File: src/hw/rtl/brr_pkg.sv
// Shared types and constants for the BRR ADPCM decoder.
// No dependencies; used by brr_mac and brr_adpcm_decoder_top.
package brr_pkg;

    localparam int DATA_BYTES_PER_BLOCK_DEF = 8;

    localparam int COEF_W   = 17;
    localparam int SAMPLE_W = 16;
    localparam int ACC_W    = 32;

    // one multiply-accumulate step
    typedef struct packed {
        logic                       load_base;
        logic                       sub;
        logic [ACC_W-1:0]           base;
        logic [COEF_W-1:0]          coef;
        logic signed [SAMPLE_W-1:0] sample;
    } mac_op_t;

    function automatic logic [COEF_W-1:0] coef_k1(input logic [1:0] sel);
        logic [COEF_W-1:0] k;
        unique case (sel)
            2'd0: k = 17'd0;
            2'd1: k = 17'd61440;
            2'd2: k = 17'd124928;
            2'd3: k = 17'd117760;
            default: k = 17'd0;
        endcase
        return k;
    endfunction

    function automatic logic [COEF_W-1:0] coef_k2(input logic [1:0] sel);
        logic [COEF_W-1:0] k;
        unique case (sel)
            2'd0: k = 17'd0;
            2'd1: k = 17'd0;
            2'd2: k = 17'd61440;
            2'd3: k = 17'd53248;
            default: k = 17'd0;
        endcase
        return k;
    endfunction

endpackage

File: src/hw/rtl/brr_mac.sv
// Shared multiply-accumulate unit: acc <= (base or acc) +/- coef * sample, mod 2^32.
// Depends on brr_pkg.
module brr_mac
(
    input  logic                        clk,
    input  logic                        rst_n,
    input  logic                        en,
    input  brr_pkg::mac_op_t            op,
    output logic [brr_pkg::ACC_W-1:0]   acc
);

    logic [brr_pkg::ACC_W-1:0]   acc_reg;
    logic [brr_pkg::ACC_W-1:0]   acc_next;
    logic [brr_pkg::ACC_W-1:0]   addend;
    logic signed [brr_pkg::COEF_W+brr_pkg::SAMPLE_W:0] prod;
    logic [brr_pkg::ACC_W-1:0]   prod_lo;

    always_comb
    begin
        addend   = op.load_base ? op.base : acc_reg;
        prod     = $signed({1'b0, op.coef}) * op.sample;
        prod_lo  = prod[brr_pkg::ACC_W-1:0];
        acc_next = op.sub ? (addend - prod_lo) : (addend + prod_lo);
    end

    always_ff @(posedge clk or negedge rst_n)
    begin
        if (!rst_n)
        begin
            acc_reg <= '0;
        end
        else if (en)
        begin
            acc_reg <= acc_next;
        end
    end

    assign acc = acc_reg;

endmodule

File: src/hw/rtl/brr_adpcm_decoder_top.sv
// BRR ADPCM decoder top level: byte sequencer, sample history and output register.
// Depends on brr_pkg and brr_mac.
//
// A header byte does not stall the input and gives no transaction on the output.
// For a data byte, each of its two samples needs two passes through the single
// shared multiply-accumulate unit (shifted code plus k1*s1, then minus k2*s2),
// and the S_DONE state then moves the pair into the output register once that
// register is free. in_stall is high while a data byte is being decoded. The
// output register lets a new byte be accepted while a finished pair waits; a
// second pair waits in the sequencer until the output register is free.
module brr_adpcm_decoder_top
#(
    parameter int DATA_BYTES_PER_BLOCK = brr_pkg::DATA_BYTES_PER_BLOCK_DEF
)
(
    input  logic               clk,
    input  logic               rst_n,
    input  logic               in_valid,
    output logic               in_stall,
    input  logic [7:0]         data_byte,
    input  logic               stream_start,
    output logic               out_valid,
    input  logic               out_stall,
    output logic signed [15:0] first_sample,
    output logic signed [15:0] second_sample
);

    typedef enum logic [2:0] {
        S_IDLE,
        S_P1A,
        S_P1B,
        S_P2A,
        S_P2B,
        S_DONE
    } state_t;

    state_t             state_reg, state_next;
    logic [7:0]         byte_reg, byte_next;
    logic [3:0]         pos_reg, pos_next;
    logic [3:0]         shift_reg, shift_next;
    logic [1:0]         sel_reg, sel_next;
    logic signed [15:0] older_reg, older_next;
    logic signed [15:0] newer_reg, newer_next;
    logic signed [15:0] first_reg, first_next;
    logic               out_valid_reg, out_valid_next;
    logic signed [15:0] first_out_reg, first_out_next;
    logic signed [15:0] second_out_reg, second_out_next;

    logic               in_acc;
    logic [3:0]         pos_eff;
    logic [3:0]         nibble;
    logic [15:0]        code_ext;
    logic [15:0]        code_shifted;
    logic               mac_en;
    brr_pkg::mac_op_t   mac_op;
    logic [31:0]        mac_acc;

    assign in_stall = (state_reg != S_IDLE);
    assign in_acc   = in_valid && !in_stall;

    always_comb
    begin
        nibble       = (state_reg == S_P1A || state_reg == S_P1B) ? byte_reg[3:0]
                                                                   : byte_reg[7:4];
        code_ext     = {{12{nibble[3]}}, nibble};
        code_shifted = code_ext << shift_reg;

        mac_en           = 1'b0;
        mac_op.load_base = (state_reg == S_P1A || state_reg == S_P2A);
        mac_op.sub       = (state_reg == S_P1B || state_reg == S_P2B);
        mac_op.base      = {code_shifted, 16'h0000};
        mac_op.coef      = mac_op.sub ? brr_pkg::coef_k2(sel_reg) : brr_pkg::coef_k1(sel_reg);
        mac_op.sample    = newer_reg;

        unique case (state_reg)
            S_IDLE: mac_en = 1'b0;
            S_P1A:
            begin
                mac_en        = 1'b1;
                mac_op.sample = newer_reg;
            end
            S_P1B:
            begin
                mac_en        = 1'b1;
                mac_op.sample = older_reg;
            end
            S_P2A:
            begin
                mac_en        = 1'b1;
                mac_op.sample = $signed(mac_acc[31:16]);
            end
            S_P2B:
            begin
                mac_en        = 1'b1;
                mac_op.sample = newer_reg;
            end
            S_DONE: mac_en = 1'b0;
            default: mac_en = 1'b0;
        endcase
    end

    brr_mac u_mac
    (
        .clk   (clk),
        .rst_n (rst_n),
        .en    (mac_en),
        .op    (mac_op),
        .acc   (mac_acc)
    );

    always_comb
    begin
        state_next      = state_reg;
        byte_next       = byte_reg;
        pos_next        = pos_reg;
        shift_next      = shift_reg;
        sel_next        = sel_reg;
        older_next      = older_reg;
        newer_next      = newer_reg;
        first_next      = first_reg;
        out_valid_next  = out_valid_reg;
        first_out_next  = first_out_reg;
        second_out_next = second_out_reg;
        pos_eff         = stream_start ? 4'd0 : pos_reg;

        if (out_valid_reg && !out_stall)
        begin
            out_valid_next = 1'b0;
        end

        unique case (state_reg)
            S_IDLE:
            begin
                if (in_acc)
                begin
                    if (stream_start)
                    begin
                        older_next = '0;
                        newer_next = '0;
                    end
                    if (pos_eff == 4'd0)
                    begin
                        shift_next = data_byte[3:0];
                        sel_next   = data_byte[5:4];
                        pos_next   = 4'd1;
                    end
                    else
                    begin
                        byte_next  = data_byte;
                        pos_next   = (pos_eff >= 4'(DATA_BYTES_PER_BLOCK)) ? 4'd0
                                                                         : pos_eff + 4'd1;
                        state_next = S_P1A;
                    end
                end
            end
            S_P1A: state_next = S_P1B;
            S_P1B: state_next = S_P2A;
            S_P2A:
            begin
                first_next = $signed(mac_acc[31:16]);
                state_next = S_P2B;
            end
            S_P2B: state_next = S_DONE;
            S_DONE:
            begin
                if (!out_valid_reg || !out_stall)
                begin
                    out_valid_next  = 1'b1;
                    first_out_next  = first_reg;
                    second_out_next = $signed(mac_acc[31:16]);
                    older_next      = first_reg;
                    newer_next      = $signed(mac_acc[31:16]);
                    state_next      = S_IDLE;
                end
            end
            default: state_next = S_IDLE;
        endcase
    end

    always_ff @(posedge clk or negedge rst_n)
    begin
        if (!rst_n)
        begin
            state_reg      <= S_IDLE;
            pos_reg        <= '0;
            shift_reg      <= '0;
            sel_reg        <= '0;
            older_reg      <= '0;
            newer_reg      <= '0;
            out_valid_reg  <= 1'b0;
            first_out_reg  <= '0;
            second_out_reg <= '0;
        end
        else
        begin
            state_reg      <= state_next;
            pos_reg        <= pos_next;
            shift_reg      <= shift_next;
            sel_reg        <= sel_next;
            older_reg      <= older_next;
            newer_reg      <= newer_next;
            out_valid_reg  <= out_valid_next;
            first_out_reg  <= first_out_next;
            second_out_reg <= second_out_next;
        end
    end

    always_ff @(posedge clk)
    begin
        byte_reg       <= byte_next;
        first_reg      <= first_next;
    end

    assign out_valid     = out_valid_reg;
    assign first_sample  = first_out_reg;
    assign second_sample = second_out_reg;

endmodule

File: config.mk
export PLATFORM = sky130hd
export DESIGN_NAME = brr_adpcm_decoder_top
export DESIGN_NICKNAME = d
export VERILOG_FILES = /design/src/hw/rtl/brr_pkg.sv /design/src/hw/rtl/brr_mac.sv /design/src/hw/rtl/brr_adpcm_decoder_top.sv
export SDC_FILE = /design/constraint.sdc
export NUM_CORES = 1
export LEC_CHECK = 0
export BUFFER_PORTS_ARGS = -buffer_cell sky130_fd_sc_hd__buf_2
export CAP_MARGIN = 20
export CORE_MARGIN = 3
export CORE_UTILIZATION = 65
export DETAILED_ROUTE_END_ITERATION = 8
export GPL_ROUTABILITY_DRIVEN = 0
export PLACE_DENSITY_LB_ADDON = 0.1
export SLEW_MARGIN = 20
export SYNTH_ARGS = -nofsm -noshare
export SYNTH_HDL_FRONTEND = slang
export SYNTH_SLANG_ARGS = --single-unit
File: constraint.sdc
create_clock -name clk -period 16.2 [get_ports clk]
set_input_delay 1.62 -clock clk [delete_from_list [all_inputs] [get_ports clk]]
set_output_delay 1.62 -clock clk [all_outputs]
set_load 0.01 [all_outputs]
==> impl_table.tex <==
\begin{tabular}{lr}
\hline
Metric & Value \\
\hline
\multicolumn{2}{l}{\textbf{Outcome}} \\
\quad Result of the run & finished, final reports clean \\
\multicolumn{2}{l}{\textbf{Critical path}} \\
\quad Critical path data required time & 16510 ps \\
\quad Cell occurring most often along the worst timing path & sky130\_fd\_sc\_hd\_\_fa\_1 \\
\quad Worst-path fanout max & 43 \\
\quad Capturing element type of the critical path & register \\
\quad CP max-delay cell & sky130\_fd\_sc\_hd\_\_mux2i\_1 \\
\quad Setup slack on the worst flop-to-flop path & 6350 ps \\
\quad Depth of the worst register-to-register path & 32 \\
\quad Critical path endpoint & u\_mac.acc[31] \\
\quad Launch point of the critical path & state\_reg[2] \\
\quad Reg2Reg Capture Point & u\_mac.acc[31] \\
\quad Arrival time at the worst endpoint & 10160 ps \\
\quad Worst setup path class & reg2reg \\
\quad CP Launch Type & register \\
\quad RR Startpoint & state\_reg[2] \\
\quad Crit-path max cell delay & 670 ps \\
\multicolumn{2}{l}{\textbf{Logic synthesis}} \\
\quad Dominant cell by count in the synthesized netlist & sky130\_fd\_sc\_hd\_\_inv\_1 \\
\quad Synth Net Count & 1338 \\
\quad Total of warnings raised by yosys & 0 \\
\quad Post-synth top area cell & sky130\_fd\_sc\_hd\_\_dfrtp\_1 \\
\quad Most area-consuming cells after synthesis & sky130\_fd\_sc\_hd\_\_dfrtp\_1, sky130\_fd\_sc\_hd\_\_fa\_1, sky130\_fd\_sc\_hd\_\_ha\_1, sky130\_fd\_sc\_hd\_\_edfxtp\_1, sky130\_fd\_sc\_hd\_\_inv\_1 \\
\quad Synth top cells by count & sky130\_fd\_sc\_hd\_\_inv\_1, sky130\_fd\_sc\_hd\_\_ha\_1, sky130\_fd\_sc\_hd\_\_nor2\_1 \\
\quad Top-area cell type share of the netlist area & 0.227 \\
\quad Netlist cell types & 62 \\
\quad Most used flip-flop cell after synthesis & sky130\_fd\_sc\_hd\_\_dfrtp\_1 \\
\quad Number of synthesized register bits & 124 \\
\quad Post-synthesis instance area & 11000 µm² \\
\quad Post-synth EDFFs & 24 \\
\quad Async SR Flop Fraction & 0.806 \\
\quad Syn Area/Cell & 9.78 µm² \\
\quad Sequential area share after synthesis & 0.293 \\
\quad Mapped Cells & 1125 \\
\multicolumn{2}{l}{\textbf{Clocking}} \\
\quad Hold-fix buffers at CTS & 0 \\
\quad H-tree depth & 4 \\
\quad Number of buffers added by the clock tree synthesis step & 17 \\
\quad Number of buffers between clock root and the deepest sink & 2 \\
\quad Clock sink total & 124 \\
\quad Clock tree root buffer cell & sky130\_fd\_sc\_hd\_\_clkbuf\_16 \\
\quad Clock insertion delay at the later pin of the skew report & 420 ps \\
\quad CTS resizes & 0 \\
\quad CTS tree & yes \\
\quad Setup fix buffers added after clock tree synthesis & 0 \\
\quad Reg clk slew, reported paths & 60 ps \\
\multicolumn{2}{l}{\textbf{Die}} \\
\quad Site row count & 46 \\
\quad Die Wd & 136 µm \\
\quad Initial core utilization & 0.678 \\
\quad Core footprint & 16200 µm² \\
\quad Area of the die & 18500 µm² \\
\quad I/O pin count & 47 \\
\quad Overall die height & 136 µm \\
\multicolumn{2}{l}{\textbf{Timing}} \\
\quad Number of hold violations in the final report & 0 \\
\quad Post-layout minimum cycle time & 9850 ps \\
\quad Final setup fails & 0 \\
\quad Worst setup skew after layout & 11.9 ps \\
\quad Remaining max-slew budget at the tightest pin & 0.314 \\
\quad Final number of max-transition violations & 0 \\
\quad Period Utilization, post-route & 0.608 \\
\quad Highest achievable clock rate & 0.102 GHz \\
\quad Setup TNS Final & 0 ps \\
\quad Unrepaired setup endpoints after global routing & false \\
\quad Slew of the pin with the lowest slew margin & 1030 ps \\
\multicolumn{2}{l}{\textbf{Layout}} \\
\quad Largest register FFs & 22 \\
\quad Count of antenna diodes in the layout & 0 \\
\quad Share of final-layout standard cells stronger than drive strength 1 & 0.124 \\
\quad Area growth, synth to finish & 9.25\% \\
\quad Net total in the final layout & 1375 \\
\multicolumn{2}{l}{\textbf{Job}} \\
\quad Max-capacitance violation count & 0 \\
\multicolumn{2}{l}{\textbf{Routing}} \\
\quad Average wire per standard cell & 17.9 µm \\
\quad First-pass iteration count of the detailed router & 7 \\
\quad Violation count after the first detailed-routing iteration & 632 \\
\quad Antenna-violating nets left & 0 \\
\quad Vias per cell & 5.87 \\
\quad Vias after detailed routing & 8170 \\
\quad Remaining routing DRC violations & 0 \\
\quad Total detailed-routing wirelength & 24900 µm \\
\multicolumn{2}{l}{\textbf{GRT}} \\
\quad Global-route wire length before repair & 41200 µm \\
\quad Antenna violations before repair & 0 \\
\quad Remaining global-route overflow & 0 \\
\quad Maximum number of pins on one net before global-route repair & 79 \\
\quad Vias in the first global route & 8179 \\
\quad Total global-route track usage & 0.284 \\
\multicolumn{2}{l}{\textbf{Placed design}} \\
\quad IO buf count & 46 \\
\quad Detailed placer's ending HPWL & 19400 µm \\
\multicolumn{2}{l}{\textbf{Min path}} \\
\quad Class of the tightest hold or removal check & reg2reg \\
\hline
\end{tabular}
kinds of logic (layout without fill, tap and decap cells):
kind of cell               after synthesis  after routing  synth area share
muxes                                   70             70            0.0706
AOI/OAI and AO/OA                      221            221             0.137
buffers and inverters                  178            228            0.0607
and+or+nand+nor                        275            275             0.114
xor gates and xnor gates                57             57            0.0454
adders and majority gates              200            200             0.280
DFF                                    124            124             0.293
how the worst min path moves through the flow:
stage                                 end            start  cells after the start  slack (ps)
after floorplan             u_mac.acc[10]    u_mac.acc[10]                      2         440
after global placement      u_mac.acc[15]    u_mac.acc[15]                      2         460
after detailed placement    u_mac.acc[11]    u_mac.acc[11]                      2         460
after CTS                   u_mac.acc[10]    u_mac.acc[10]                      2         480
after global routing      first_sample[3]  first_sample[3]                      1         510
final                       u_mac.acc[11]    u_mac.acc[11]                      2         470
worst max-delay path, delay by kind of cell, from the launching register on:
family,cells,cell delay [ps]
adders and majority gates,8,3560
xor gates and xnor gates,1,130
DFF,1,490
muxes,2,770
and+or+nand+nor,7,1690
AOI/OAI and AO/OA,9,2520
buffers and inverters,5,560
through the flow:
step	cell area (µm²)	worst slack, ps	std cells	hold WS (ps)	util
3_3_place_gp	11400	6750	1359	455	0.705
3_5_place_dp	11400	6500	1359	465	0.705
4_1_cts	12000	6370	1391	479	0.741
5_1_grt	12000	5640	1391	509	0.741
6_report	12000	6350	1391	473	0.741
2_1_floorplan	11000	7180	1125	442	-
layer usage:
layer  global-route usage  up-vias  routed length [µm]
met5                    0        -                   0
met4               0.0767        0                 488
met3               0.0544       35                1460
met2                0.462      227               12000
met1                0.393     3991               10900
li1                     -     3917                   -
final cells by class:
cell class,instances,area [µm²]
Multi-Input combinational cell,823,7130
Fill cell,1175,4210
Sequential cell,124,3220
Inverter,141,529
Clock buffer,17,425
Timing Repair Buffer,55,300
Tap cell,216,270
Clock inverter,15,145
cells in the final DEF, fill, tap and decap left out, types with 4 or more instances in the layout:
cell	netlist	final
sky130_fd_sc_hd__clkbuf_16	0	17
sky130_fd_sc_hd__buf_4	0	10
sky130_fd_sc_hd__inv_8	0	4
sky130_fd_sc_hd__nor2b_1	6	6
sky130_fd_sc_hd__a31oi_1	6	6
sky130_fd_sc_hd__xor2_1	25	25
sky130_fd_sc_hd__inv_1	141	141
sky130_fd_sc_hd__edfxtp_1	24	24
sky130_fd_sc_hd__ha_1	123	123
sky130_fd_sc_hd__o41ai_1	5	5
sky130_fd_sc_hd__nand2_1	86	86
sky130_fd_sc_hd__mux2i_1	27	27
sky130_fd_sc_hd__nand2b_1	17	17
sky130_fd_sc_hd__a21oi_1	52	50
sky130_fd_sc_hd__xnor2_1	32	32
sky130_fd_sc_hd__dfrtp_1	100	100
sky130_fd_sc_hd__nand3_1	9	9
sky130_fd_sc_hd__and2_1	15	15
sky130_fd_sc_hd__buf_2	0	45
sky130_fd_sc_hd__a22o_1	35	35
sky130_fd_sc_hd__or3_1	4	4
sky130_fd_sc_hd__a211oi_1	4	4
sky130_fd_sc_hd__or2_2	6	6
sky130_fd_sc_hd__fa_1	77	77
sky130_fd_sc_hd__mux2_2	41	41
sky130_fd_sc_hd__a2111oi_0	5	5
sky130_fd_sc_hd__nor3_1	15	15
sky130_fd_sc_hd__o21ai_0	52	52
sky130_fd_sc_hd__o21a_1	13	13
sky130_fd_sc_hd__inv_6	0	6
sky130_fd_sc_hd__a21o_1	18	18
sky130_fd_sc_hd__nor2_1	101	101
Power is left out: the tool's default activity adds up to more than one toggle a clock period on the data nets, which glitch-free logic cannot reach.
